==> src/sv/svt_pkg.sv <==
// Shared types, command codes and sizes for the sprite vertex transform.
`default_nettype none
package svt_pkg;

    localparam int unsigned DATA_W        = 32;
    localparam int unsigned FRAC_BITS_DEF = 16;
    localparam int unsigned N_DIM         = 4;
    localparam int unsigned ROW_W         = 2;

    // Both queues are a power of two deep so that the pointers wrap by themselves.
    localparam int unsigned CMD_DEPTH = 4;
    localparam int unsigned RES_DEPTH = 4;

    localparam int unsigned CFG_ADDR_W = 3;
    localparam int unsigned CFG_DATA_W = 32;
    localparam int unsigned CFG_IDX_LSB = 2;

    localparam logic [CFG_ADDR_W-CFG_IDX_LSB-1:0] REG_USE_SCENE_GRAPH = '0;

    localparam logic [1:0] CMD_LOAD_ROW = 2'd0;
    localparam logic [1:0] CMD_NODE     = 2'd1;
    localparam logic [1:0] CMD_VERTEX   = 2'd2;

    typedef logic signed [DATA_W-1:0] t_svt_word;

    typedef struct packed {
        logic [1:0]  command;
        logic [1:0]  row_index;
        t_svt_word   operand_a;
        t_svt_word   operand_b;
        t_svt_word   operand_c;
        t_svt_word   operand_d;
        t_svt_word   operand_e;
        t_svt_word   operand_f;
        logic        last_vertex;
    } t_svt_item;

    typedef struct packed {
        t_svt_word out_x;
        t_svt_word out_y;
        t_svt_word out_z;
        t_svt_word out_w;
        logic      out_last;
    } t_svt_result;

    typedef enum logic [1:0] {
        KIND_LOAD,
        KIND_NODE,
        KIND_VERTEX
    } t_svt_kind;

    typedef struct packed {
        t_svt_kind        kind;
        logic [ROW_W-1:0] row;
        t_svt_word        op_a;
        t_svt_word        op_b;
        t_svt_word        op_c;
        t_svt_word        op_d;
        t_svt_word        op_e;
        t_svt_word        op_f;
        logic             last;
    } t_svt_cmd;

endpackage
`default_nettype wire

==> src/sv/svt_res_fifo.sv <==
// Result queue that holds finished vertices until they are taken.
`default_nettype none
module svt_res_fifo (
    input  logic                                      i_clk,
    input  logic                                      i_rst_n,
    input  logic                                      i_push,
    input  svt_pkg::t_svt_result                      i_data,
    input  logic                                      i_pop,
    output logic                                      o_empty,
    output svt_pkg::t_svt_result                      o_data,
    output logic [$clog2(svt_pkg::RES_DEPTH + 1)-1:0] o_count
);
    import svt_pkg::*;

    localparam int unsigned PTR_W = $clog2(RES_DEPTH);
    localparam int unsigned CNT_W = $clog2(RES_DEPTH + 1);

    t_svt_result      r_mem [RES_DEPTH];
    logic [PTR_W-1:0] r_wr_ptr;
    logic [PTR_W-1:0] r_rd_ptr;
    logic [CNT_W-1:0] r_count;
    logic             do_pop;

    assign o_empty = (r_count == '0);
    assign o_data  = r_mem[r_rd_ptr];
    assign o_count = r_count;
    assign do_pop  = i_pop && !o_empty;

    always_ff @(posedge i_clk) begin
        if (!i_rst_n) begin
            r_wr_ptr <= '0;
            r_rd_ptr <= '0;
            r_count  <= '0;
        end else begin
            if (i_push) begin
                r_wr_ptr <= r_wr_ptr + PTR_W'(1);
            end
            if (do_pop) begin
                r_rd_ptr <= r_rd_ptr + PTR_W'(1);
            end
            if (i_push && !do_pop) begin
                r_count <= r_count + CNT_W'(1);
            end else if (do_pop && !i_push) begin
                r_count <= r_count - CNT_W'(1);
            end
        end
    end

    always_ff @(posedge i_clk) begin
        if (i_push) begin
            r_mem[r_wr_ptr] <= i_data;
        end
    end

endmodule
`default_nettype wire

==> config.mk <==
export PLATFORM = sky130hd
export DESIGN_NAME = svt_res_fifo
export DESIGN_NICKNAME = d
export VERILOG_FILES = /design/src/sv/svt_pkg.sv /design/src/sv/svt_res_fifo.sv
export SDC_FILE = /design/constraint.sdc
export NUM_CORES = 1
export LEC_CHECK = 0
export BUFFER_PORTS_ARGS = -buffer_cell sky130_fd_sc_hd__buf_4
export CORE_ASPECT_RATIO = 0.9
export CORE_MARGIN = 2
export CORE_UTILIZATION = 60
export DETAILED_ROUTE_END_ITERATION = 10
export PLACE_DENSITY = 0.91
export SLEW_MARGIN = 25
export SYNTH_ARGS = -nofsm -noshare
export SYNTH_HDL_FRONTEND = slang
export SYNTH_SLANG_ARGS = --single-unit
==> constraint.sdc <==
create_clock -name i_clk -period 7.35 [get_ports i_clk]
set_clock_uncertainty 0.2 [all_clocks]
set_input_delay 1.47 -clock i_clk [delete_from_list [all_inputs] [get_ports i_clk]]
set_output_delay 1.47 -clock i_clk [all_outputs]
set_load 0.02 [all_outputs]
==> summary.txt <==
Outcome
  • Status: finished, final reports clean

GRT
  • Vias in the first global route: 9426
  • Initial antenna violation count: 2
  • Total GRT Usage: between 20% and 30%
  • Remaining global-route overflow: 0
  • Global-route wire length before repair: slightly below 60000 um
  • Pin count of the biggest net entering global routing: 62

Floorplan
  • Die area: 33200 um2
  • Initial core utilization: about three fifths
  • Core Area: about 31000 um2
  • Ports: around 270
  • Die Ht: 173 um
  • Die width: 192 um
  • Row count: between 60 and 70

Route
  • Via count: between 8000 and 9000
  • DRT Pass-1 Iters: 7
  • Vias per cell: 5.98
  • Final WL: around 38000 um
  • Initial drt markers: just over 600
  • Final ANT Viol Nets: 0
  • DR WL/cell: ~26 um
  • DRC: 0

Synth
  • Synth cell types: 21
  • Seq cells post-synth: 525
  • Synthesized area: 19100 um2
  • Syn Nets: about 850
  • Sequential share of the synthesized area: 82.2%
  • Yosys warns: 0
  • Syn_area_per_cell: ~27 um2
  • Post-synthesis cell count: roughly 720

Power
  • Comb pwr share: 24.3%
  • Int Power: a little under 0.006 W
  • Clk pwr share: 30.4%
  • Flop pwr share: 45.3%
  • Max IR drop VDD: 0.000245 V
  • Net switching share of the total power: 26.4%
  • Total power: a little under 0.008 W
  • Switch Pwr: ~0.0021 W
  • Lkg Pwr: 7.71 nW
  • Power per cell area: around 340 nW/um2

Critical path
  • CP bufs+invs: 2
  • CP Max Fanout: 39
  • Crit path cell chain: buf_4 -> mux4_2 -> buf_4
  • CP endpoint: o_data[37]
  • Crit. End Element: primary output
  • Critical-path top delay cell: dfxtp_4
  • Startpoint class of the critical path: flop
  • RR Endpoint: r_mem[3][24]$_DFFE_PP_
  • R2r worst-path depth: 3
  • Worst R2R Start: r_wr_ptr[0]$_SDFFE_PN0P_
  • Family with the most delay on the worst path: buffers and inverters
  • Critical path's largest stage delay: around 770 ps
  • Critical path arrival: ~2900 ps
  • Number of cells on the critical path: 3
  • R2R Setup Slk: 4700 ps
  • Kind of critical path: reg -> out
  • Crit-path most repeated cell: buf_4
  • Crit path required time: between 5000 and 6000 ps

STA
  • Final setup TNS: 0 ps
  • Final Setup Violations: 0
  • Tcrit/Tclk final: between 60% and 70%
  • Unrepaired setup endpoints after global routing: false
  • Fmax: between 200 and 250 MHz
  • Worst rel slew slack: between 40% and 50%
  • Slew Viols, Final: 0
  • Worst-Margin Slew: about 900 ps
  • Final Hold Fails: 0
  • Fin crit period: between 4000 and 5000 ps

CTS
  • H-tree Lvls: 2
  • Clock Latency Late Sink: 530 ps
  • Root Buffer: clkbuf_16
  • CTS tree: built
  • Total CTS buffers: 48
  • Cts repair resizes: 0
  • Largest buffer count on any clock path: 3
  • Cts hold-fix bufs: 0
  • Clk sinks: 525
  • Clk pin slew, worst setup/hold paths: 60 ps
  • Post-CTS Repair Setup Buffers: 0

Final layout
  • Total Nets Final: roughly 1200
  • Fillers: 1623
  • Final core occ: approximately 74%
  • Commonest non-fill, non-tap cells in the layout: edfxtp_1, buf_4, mux4_2
  • Commonest non-fill, non-tap cell in the layout: edfxtp_1
  • Share of layout cells above drive strength 1: between 40% and 50%
  • Synth-to-Final Area Change: 20.5%

Place
  • Routability cong.: roughly 0.74
  • Dpl hpwl: between 20000 and 25000 um
  • I/O Buffers: between 200 and 300

Worst hold path
  • Hold crit path type: reg -> reg
  • Hold path startpoint: r_wr_ptr[1]$_SDFFE_PN0P_

Run
  • Maxcap violations: 0
-- sequential cells by signal (all words and copies together) (netlist names), named ones only --
register,cells
o_count,3
r_rd_ptr,2
r_mem,516
r_wr_ptr,2
-- Yosys cell counts --
cell type  instances  area (um2)
a21boi_0           1        7.51
o311ai_0           1        8.76
xnor2_1            3        26.3
and2_1             9        56.3
buf_6             13         146
buf_4              2        15.0
nor2b_1            2        12.5
buf_2              9        45.0
o21ai_0            1        5.00
mux2i_1            2        20.0
edfxtp_1         516       15500
fa_1               1        20.0
xor2_1             2        17.5
dfxtp_1            9         180
o31ai_1            1        7.51
ha_1               5        62.6
mux4_2           129        2910
nor3_1             1        5.00
or3_1              1        6.26
clkbuf_1           4        15.0
inv_1              3        11.3
-- metrics by stage --
stage	area (um2)	instances	hold slack [ps]	worst slack [ps]
after floorplan	19100	715	328	2220
after global placement	21500	1373	347	3280
after detailed placement	21500	1373	359	3250
after CTS	23000	1453	362	2670
after global routing	23000	1454	393	2530
final	23000	1454	357	2780
-- area by class of cell --
| type | instances | area, um2 | share of cell area (%) |
|---|---|---|---|
| Clock buffer | 63 | 1310 | 5.69 |
| Inverter | 3 | 11.3 | 0.0490 |
| Antenna cell | 1 | 2.50 | 0.0109 |
| Tap cell | 409 | 512 | 2.23 |
| Clock inverter | 17 | 204 | 0.887 |
| Sequential cell | 525 | 15700 | 68.2 |
| Multi-Input combinational cell | 159 | 3170 | 13.8 |
| Timing Repair Buffer | 277 | 2090 | 9.10 |
-- worst min-delay path, cell delays in order (launching register included) --
cell and delay (ps):
dfxtp_1 330, mux2i_1 130, nor2b_1 50
-- how the worst min path moves through the flow --
| stage | end | cells past startpoint |
|---|---|---|
| final | r_wr_ptr[1]$_SDFFE_PN0P_ | 2 |
| after global routing | r_wr_ptr[1]$_SDFFE_PN0P_ | 2 |
| after CTS | r_wr_ptr[1]$_SDFFE_PN0P_ | 2 |
| after detailed placement | r_wr_ptr[1]$_SDFFE_PN0P_ | 2 |
| after global placement | o_count[2]$_SDFFE_PN0P_ | 2 |
| after floorplan | r_wr_ptr[1]$_SDFFE_PN0P_ | 2 |
-- power by group through the flow --
stage,combinational [W],clock [W],sequential [W]
2_1_floorplan,0.00132,0,0.00357
3_3_place_gp,0.00189,0,0.00362
3_5_place_dp,0.00193,0,0.00364
4_1_cts,0.00195,0.00244,0.00358
5_1_grt,0.00204,0.00255,0.00359
6_report,0.00192,0.00240,0.00358
-- cells by family (layout without fill, tap and decap cells) --
kind of cell,Yosys count,count (layout),synth area share (%)
DFF,525,525,82.2
muxes,131,131,15.3
and+or+nand+nor,13,13,0.420
other,0,1,0
buffers and inverters,31,360,1.22
xor gates and xnor gates,5,5,0.230
adders and majority gates,6,6,0.433
AOI/OAI and AO/OA,4,4,0.151
-- per-layer routing --
metal	GRT usage, %	up-vias	share of wire [%]
met5	0	-	0.042
met2	39.4	397	52
met4	5.99	2	2.2
met3	6.88	64	9.2
met1	31.0	4539	37
li1	-	3692	-
(Power assumes the default switching activity.)
