==> src/sv/svt_pkg.sv <==
// Shared types, command codes and sizes for the sprite vertex transform.
`default_nettype none
package svt_pkg;

    localparam int unsigned DATA_W        = 32;
    localparam int unsigned FRAC_BITS_DEF = 16;
    localparam int unsigned N_DIM         = 4;
    localparam int unsigned ROW_W         = 2;

    // Both queues are a power of two deep so that the pointers wrap by themselves.
    localparam int unsigned CMD_DEPTH = 4;
    localparam int unsigned RES_DEPTH = 4;

    localparam int unsigned CFG_ADDR_W = 3;
    localparam int unsigned CFG_DATA_W = 32;
    localparam int unsigned CFG_IDX_LSB = 2;

    localparam logic [CFG_ADDR_W-CFG_IDX_LSB-1:0] REG_USE_SCENE_GRAPH = '0;

    localparam logic [1:0] CMD_LOAD_ROW = 2'd0;
    localparam logic [1:0] CMD_NODE     = 2'd1;
    localparam logic [1:0] CMD_VERTEX   = 2'd2;

    typedef logic signed [DATA_W-1:0] t_svt_word;

    typedef struct packed {
        logic [1:0]  command;
        logic [1:0]  row_index;
        t_svt_word   operand_a;
        t_svt_word   operand_b;
        t_svt_word   operand_c;
        t_svt_word   operand_d;
        t_svt_word   operand_e;
        t_svt_word   operand_f;
        logic        last_vertex;
    } t_svt_item;

    typedef struct packed {
        t_svt_word out_x;
        t_svt_word out_y;
        t_svt_word out_z;
        t_svt_word out_w;
        logic      out_last;
    } t_svt_result;

    typedef enum logic [1:0] {
        KIND_LOAD,
        KIND_NODE,
        KIND_VERTEX
    } t_svt_kind;

    typedef struct packed {
        t_svt_kind        kind;
        logic [ROW_W-1:0] row;
        t_svt_word        op_a;
        t_svt_word        op_b;
        t_svt_word        op_c;
        t_svt_word        op_d;
        t_svt_word        op_e;
        t_svt_word        op_f;
        logic             last;
    } t_svt_cmd;

endpackage
`default_nettype wire

==> src/sv/svt_front.sv <==
// Front end: accepts items, classifies the command and queues it for the back end.
`default_nettype none
module svt_front (
    input  logic              i_clk,
    input  logic              i_rst_n,
    input  logic              i_push,
    output logic              o_full,
    input  svt_pkg::t_svt_item i_item,
    output svt_pkg::t_svt_cmd  o_cmd,
    output logic              o_cmd_valid,
    input  logic              i_cmd_pop
);
    import svt_pkg::*;

    localparam int unsigned PTR_W = $clog2(CMD_DEPTH);
    localparam int unsigned CNT_W = $clog2(CMD_DEPTH + 1);

    t_svt_cmd         r_mem [CMD_DEPTH];
    logic [PTR_W-1:0] r_wr_ptr;
    logic [PTR_W-1:0] r_rd_ptr;
    logic [CNT_W-1:0] r_count;

    t_svt_cmd entry;
    logic     keep;
    logic     do_push;
    logic     do_pop;

    always_comb begin
        entry.row  = i_item.row_index;
        entry.op_a = i_item.operand_a;
        entry.op_b = i_item.operand_b;
        entry.op_c = i_item.operand_c;
        entry.op_d = i_item.operand_d;
        entry.op_e = i_item.operand_e;
        entry.op_f = i_item.operand_f;
        entry.last = i_item.last_vertex;
        unique case (i_item.command)
            CMD_LOAD_ROW: begin
                entry.kind = KIND_LOAD;
                keep       = 1'b1;
            end
            CMD_NODE: begin
                entry.kind = KIND_NODE;
                keep       = 1'b1;
            end
            CMD_VERTEX: begin
                entry.kind = KIND_VERTEX;
                keep       = 1'b1;
            end
            default: begin
                // The unused command is taken and dropped here.
                entry.kind = KIND_LOAD;
                keep       = 1'b0;
            end
        endcase
    end

    assign o_full      = (r_count == CNT_W'(CMD_DEPTH));
    assign o_cmd_valid = (r_count != '0);
    assign o_cmd       = r_mem[r_rd_ptr];
    assign do_push     = i_push && !o_full && keep;
    assign do_pop      = i_cmd_pop && o_cmd_valid;

    always_ff @(posedge i_clk) begin
        if (!i_rst_n) begin
            r_wr_ptr <= '0;
            r_rd_ptr <= '0;
            r_count  <= '0;
        end else begin
            if (do_push) begin
                r_wr_ptr <= r_wr_ptr + PTR_W'(1);
            end
            if (do_pop) begin
                r_rd_ptr <= r_rd_ptr + PTR_W'(1);
            end
            if (do_push && !do_pop) begin
                r_count <= r_count + CNT_W'(1);
            end else if (do_pop && !do_push) begin
                r_count <= r_count - CNT_W'(1);
            end
        end
    end

    always_ff @(posedge i_clk) begin
        if (do_push) begin
            r_mem[r_wr_ptr] <= entry;
        end
    end

endmodule
`default_nettype wire

==> config.mk <==
export PLATFORM = sky130hd
export DESIGN_NAME = svt_front
export DESIGN_NICKNAME = d
export VERILOG_FILES = /design/src/sv/svt_pkg.sv /design/src/sv/svt_front.sv
export SDC_FILE = /design/constraint.sdc
export NUM_CORES = 1
export LEC_CHECK = 0
export BUFFER_PORTS_ARGS = -buffer_cell sky130_fd_sc_hd__buf_2
export CAP_MARGIN = 20
export CELL_PAD_IN_SITES_DETAIL_PLACEMENT = 1
export CELL_PAD_IN_SITES_GLOBAL_PLACEMENT = 1
export CORE_AREA = 3 3 294 441
export CTS_BUF_LIST = sky130_fd_sc_hd__clkbuf_4 sky130_fd_sc_hd__clkbuf_8
export DETAILED_ROUTE_END_ITERATION = 8
export DIE_AREA = 0 0 297 444
export HOLD_SLACK_MARGIN = 0.02
export PLACE_DENSITY_LB_ADDON = 0.1
export RECOVER_POWER = 100
export SLEW_MARGIN = 15
export SYNTH_ARGS = -nofsm -noshare
export SYNTH_HDL_FRONTEND = slang
export SYNTH_SLANG_ARGS = --single-unit
==> constraint.sdc <==
create_clock -name i_clk -period 14.5 [get_ports i_clk]
set_clock_uncertainty 0.05 [all_clocks]
set_input_delay 2.9 -clock i_clk [delete_from_list [all_inputs] [get_ports i_clk]]
set_output_delay 2.9 -clock i_clk [all_outputs]
set_load 0.005 [all_outputs]
==> results of run 1 <==
==> flip-flops by register name, indices dropped and copies added (netlist names), named ones only <==
signal,flops
r_count,3
r_mem,788
r_rd_ptr,2
r_wr_ptr,2
==> logic make-up after synthesis <==
logic type / count (synthesis)
multiplexers: 200
AO/OA/AOI/OAI: 5
AND/OR/NAND/NOR: 18
flip-flops: 797
adder cells (fa/ha/maj): 6
buffers and inverters: 49
XOR/XNOR: 4
==> layout make-up <==
class | count | area, µm² | area share [%]
Sequential cell | 797 | 23800 | 68.2
Inverter | 4 | 15.0 | 0.0429
Clock inverter | 51 | 308 | 0.880
Timing Repair Buffer | 415 | 1690 | 4.84
Multi-Input combinational cell | 233 | 4720 | 13.5
Clock buffer | 181 | 2220 | 6.35
Tap cell | 1701 | 2130 | 6.09
Antenna cell | 13 | 32.5 | 0.0930
==> power by group <==
| part | total [W] | switching, W | internal (W) |
|---|---|---|---|
| Sequential | 0.00279 | 0.0000600 | 0.00273 |
| Combinational | 0.00115 | 0.000631 | 0.000515 |
| Clock | 0.00192 | 0.000909 | 0.00102 |
==> final timing paths <==
path	start	to	cells past startpoint
worst min register to register	r_wr_ptr[1]	r_wr_ptr[1]	2
worst max register to register	r_count[0]	r_mem[3][154]	5
worst max-delay path	i_item[195]	r_mem[3][154]	5
worst min-delay path	r_wr_ptr[1]	r_wr_ptr[1]	2
==> per-layer routing <==
| metal | global-route usage, % | share of wire [%] | vias to the layer above |
|---|---|---|---|
| li1 | - | - | 5739 |
| met1 | 12.4 | 38 | 7005 |
| met2 | 19.7 | 52 | 416 |
| met3 | 4.53 | 7.4 | 150 |
| met4 | 4.74 | 3.0 | 4 |
| met5 | 0 | 0.044 | - |
==> per-stage QoR <==
stage	utilization [%]	instances	area, µm²
2_1_floorplan	-	1079	28900
3_3_place_gp	26.0	3149	32900
3_5_place_dp	26.0	3150	32900
4_1_cts	28.0	3382	35500
5_1_grt	27.6	3383	34900
6_report	27.6	3395	35000
==> worst reg2reg max path, cell delays in order, from the launching register on <==
cell	delay [ps]
dfxtp_1	460
nor3b_1	210
a211oi_1	1000
and2_0	2680
buf_4	1020
clkbuf_1	2580
==> layout by cell type (no fill, tap or decap), types with 5 or more instances in the layout <==
cell	count
and2_0	8
mux4_2	197
clkinv_1	24
clkinv_2	13
ha_1	5
buf_2	37
dfxtp_1	8
clkbuf_4	43
clkinvlp_4	5
edfxtp_1	788
diode_2	13
clkbuf_1	368
buf_4	6
clkbuf_8	138
==> metrics.yaml, run 1 <==
path_buf_inv: 3
die_h_um: 444
grt_pass1_vias: 15300
worstPathMaxFanout: 55
drive_gt1_share_pct: 26.9
synth_largest_area_cell: "edfxtp_1"
wirelength_um: 75200
startpoint_type: "primary input"
via_per_inst: 3.92
synth_most_common_cell: "edfxtp_1"
synth.area.top_cells: "edfxtp_1, mux4_2, dfxtp_1"
port_buffers: 399
fin_crit_ps: 10020
design.die.area_um2: 132000
rows: 160
synth_fa_ha_area_share_pct: 0.286
synth_edf_count: 788
slew_viol_final: 465
drc: 0
synth.yosys.seq_area_share_pct: 82.5
setup_violations: 0
drt-pass1-iter-count: 4
ant_nets: 0
die_x_um: 297
postSynth.asyncResetShare_pct: 0
crit_top_cell: "clkbuf_1"
synth_common_cells: "edfxtp_1, mux4_2, buf_2, buf_6, dfxtp_1"
tritoncts: "built"
finalPower_w: 0.00586
max_slew.worst_pin.slew_ps: 3750
drv_cap: 11
fin_setup_tns_ps: 0
finalNetCount: 1794
antenna_found_initial: 20
ios: 400
path_cells: "clkbuf_1 > a211oi_1 > and2_0 > buf_4 > clkbuf_1"
area_delta_synth_final_pct: 21.0
grt_max_degree: 123
ff2ff_setup_slack_ps: 5970
start_util_pct: 22.8
htree_num_levels: 4
cts_hold_buf: 0
fin_crit_sh_pct: 69.1
synthCells: 1079
gr-usage-all-layers_pct: 11.4
synthSimpleGateAreaFrac_pct: 0.359
yosysWarnings: 0
hold_viol: 0
postCtsSetupBuffers: 0
finalHoldWorstSlack_ps: 455
cpMaxStageDelayCell: "and2_0"
vdd_drop_max_v: 0.0000929
synth_nets: 1286
crit_type: "primary input to flop"
clock-root-buffer: "clkbuf_8"
critical_path_required_ps: 14790
insertion_delay_ps: 810
violations: "capacitance limit, slew limit"
dp_hpwl_um: 44500
powerDensity_nw_per_um2: 168
arrival_ps: 10310
fmax_ghz: 0.0998
rsz0062_at_grt: "false"
synth_compound_area_share_pct: 0.143
syn_area_um2: 28900
synth.area.mux_share_pct: 15.5
grt_overflow: 0
wl_per_cell_um: 22.1
pre_cts_ws_ps: 7600
drt_iter0_markers: 675
cts.sinks: 797
fill_cells: 13200
holdCritPathClass: "flop to flop"
cts.path.max_buffers: 3
cts_made_buffers: 136
coreArea_um2: 127000
vias: 13300
synth_top_family_by_area: "multiplexers"
ys_types: 22
gp_congestion: 0.681
endpoint_kind: "flop"
grt_pass1_wl_um: 109000
synth-xor-area-share_pct: 0.121
max_stage_delay_ps: 2670
clk_pin_slew_ps: 60
ys_ff_latch: 797
dominantRegCellSynth: "edfxtp_1"
fin_ws_ps: 4480
relSlewSlack_pct: -150
leakagePower_nw: 10.4
cts.repair.resized: 0
status: "finished, violations left"
synth.top_cell.area_share_pct: 81.9
synth.avg_cell_area_um2: 26.8
crit_family: "buffers and inverters"
Power figures use the tool's default switching activity.
==> run 2, diff against run 1 <==
clock period = 8.5 ns   (was 14.5 ns; I/O delays follow)
==> run 2 against run 1 <==
Net effect: the flow still finishes with violations (capacitance limit, slew limit); count of clock-buffer cells in the layout down 2; largest power group unchanged; total power up 73%; critical path type unchanged; non-clock buffer count down 1; cell count about the same.
==> metrics.yaml, run 2 (synthesized netlist as in run 1, its figures left out) <==
status: "finished, violations left"  # unchanged
violations: "capacitance limit, slew limit"  # unchanged
arrival_ps: 6670  # was 10310 ps
gr-usage-all-layers_pct: 11.4  # about the same
powerDensity_nw_per_um2: 289  # was 168 nW/µm²
postLayoutCoreUtil_pct: 27.8  # was 27.6%
antenna_found_initial: 26  # was 20
htree_num_levels: 4  # unchanged
via_per_inst: 3.92  # about the same
dp_hpwl_um: 43700  # was 44500 µm
wl_per_cell_um: 22.1  # about the same
largest_registers: "r_mem (788), r_count (3)"  # unchanged
layout_commonest_cell: "edfxtp_1"  # unchanged
finalNetCount: 1792  # was 1794
grt_pass1_wl_um: 109000  # about the same
clk_pin_slew_ps: 60  # about the same
finalPower_w: 0.0101  # was 0.00586 W
fmax_ghz: 0.158
insertion_delay_ps: 820  # was 810 ps
cts_hold_buf: 0  # unchanged
port_buffers: 399  # unchanged
worstPathMaxFanout: 45  # was 55
die_h_um: 444  # unchanged
ios: 400  # unchanged
endpoint_kind: "flop"  # unchanged
holdCritPathClass: "flop to flop"  # unchanged
seq_power_share_pct: 46.9  # was 47.6%
intPower_w: 0.00741  # was 0.00426 W
hold_viol: 0  # unchanged
rsz0062_at_grt: "false"  # unchanged
drive_gt1_share_pct: 26.7  # was 26.9%
tritoncts: "built"  # unchanged
cts.repair.resized: 0  # unchanged
grt_overflow: 0  # unchanged
grt_max_degree: 110  # was 123
sw_frac_of_total_pct: 26.9  # was 27.3%
slew_viol_final: 170  # was 465
cts_made_buffers: 135  # was 136
crit_type: "primary input to flop"  # unchanged
area_delta_synth_final_pct: 21.5  # was 21.0%
clock-root-buffer: "clkbuf_8"  # unchanged
fin_setup_tns_ps: 0  # unchanged
rows: 160  # unchanged
wirelength_um: 74900  # was 75200 µm
regMostFlops: "r_mem"  # unchanged
cts.sinks: 797  # unchanged
power.share.clock_pct: 33.8  # was 32.8%
drv_cap: 6  # was 11
p_sw_w: 0.00273  # was 0.00160 W
fill_cells: 13100  # was 13200
vias: 13300  # about the same
postCtsSetupBuffers: 0  # unchanged
layout_common_cells: "edfxtp_1, clkbuf_1, mux4_2, clkbuf_8, clkbuf_4"  # unchanged
design.die.area_um2: 132000  # unchanged
ant_nets: 0  # unchanged
coreArea_um2: 127000  # unchanged
grt_pass1_vias: 15400  # was 15300
gp_congestion: 0.659  # was 0.681
largest_reg_flops: 788  # unchanged
relSlewSlack_pct: -123  # was -150%
leakagePower_nw: 10.5  # was 10.4 nW
setup_violations: 0  # unchanged
startpoint_type: "primary input"  # unchanged
start_util_pct: 22.8  # unchanged
cts.path.max_buffers: 3  # unchanged
drt_iter0_markers: 533  # was 675
fin_crit_ps: 6340
drt-pass1-iter-count: 6  # was 4
pwr-share-comb_pct: 19.4  # was 19.5%
critical_path_required_ps: 8840  # was 14790 ps
fin_crit_sh_pct: 74.5
die_x_um: 297  # unchanged
vdd_drop_max_v: 0.000185  # was 0.0000929 V
max_slew.worst_pin.slew_ps: 3350  # was 3750 ps
drc: 0  # unchanged
==> run 2: changes by cell type in the layout (fill, tap and decap cells not counted), sizes merged <==
cell / before / now
buf: 47 / 49
bufinv: 1 / 6
clkbuf: 549 / 544
clkinv: 38 / 42
clkinvlp: 5 / 4
diode: 13 / 9
inv: 11 / 9
==> run 2: path summary, 6_finish.rpt <==
check | depth (start not counted) | endpoint | slack [ps] | from
setup reg to reg | 4 | r_mem[1][107] | 2450 | r_count[0]
hold / removal | 2 | r_wr_ptr[1] | 460 | r_wr_ptr[1]
setup / recovery | 4 | r_mem[1][107] | 2160 | i_item[195]
hold reg to reg | 2 | r_wr_ptr[1] | 460 | r_wr_ptr[1]
==> run 2: metal layers <==
metal	part of all wire, %	wire length, µm	GRT usage (%)
met3	8.4	6250	4.86
met2	51	38300	19.6
met1	37	28000	12.4
met4	2.9	2200	4.92
met5	0.18	133	0
==> run 2: worst max-delay path: stages <==
cell      delay [ps]
clkbuf_1         100
a211oi_1        1060
and2_0          2320
clkbuf_2        1380
==> run 2: cell type report <==
| cell class | instances | area, µm² | area share, % |
|---|---|---|---|
| multi-input cells | 233 | 4720 | 13.5 |
| clock buffers | 179 | 2210 | 6.30 |
| flip-flops and latches | 797 | 23800 | 67.9 |
| clock inverters | 57 | 424 | 1.21 |
| repair buffers | 414 | 1750 | 4.98 |
| well taps | 1701 | 2130 | 6.06 |
| diodes | 9 | 22.5 | 0.0641 |
| inverters | 4 | 15.0 | 0.0427 |
==> run 2: power groups by stage <==
| stage | combinational (W) | sequential, W | clock [W] |
|---|---|---|---|
| global route | 0.00217 | 0.00478 | 0.00378 |
| floorplan | 0.00125 | 0.00482 | 0 |
| finish | 0.00196 | 0.00475 | 0.00342 |
| detailed placement | 0.00214 | 0.00487 | 0 |
| CTS | 0.00215 | 0.00479 | 0.00363 |
| global placement | 0.00214 | 0.00485 | 0 |
==> run 2: metrics by stage <==
| stage | setup slack [ps] | cells | area, µm² | hold slack [ps] |
|---|---|---|---|---|
| after floorplan | 1220 | 1079 | 28900 | 418 |
| after global placement | 3880 | 3148 | 32900 | 448 |
| after detailed placement | 3810 | 3148 | 32900 | 456 |
| after CTS | 2970 | 3384 | 35600 | 467 |
| after global routing | 1690 | 3386 | 35100 | 496 |
| final | 2160 | 3394 | 35100 | 463 |
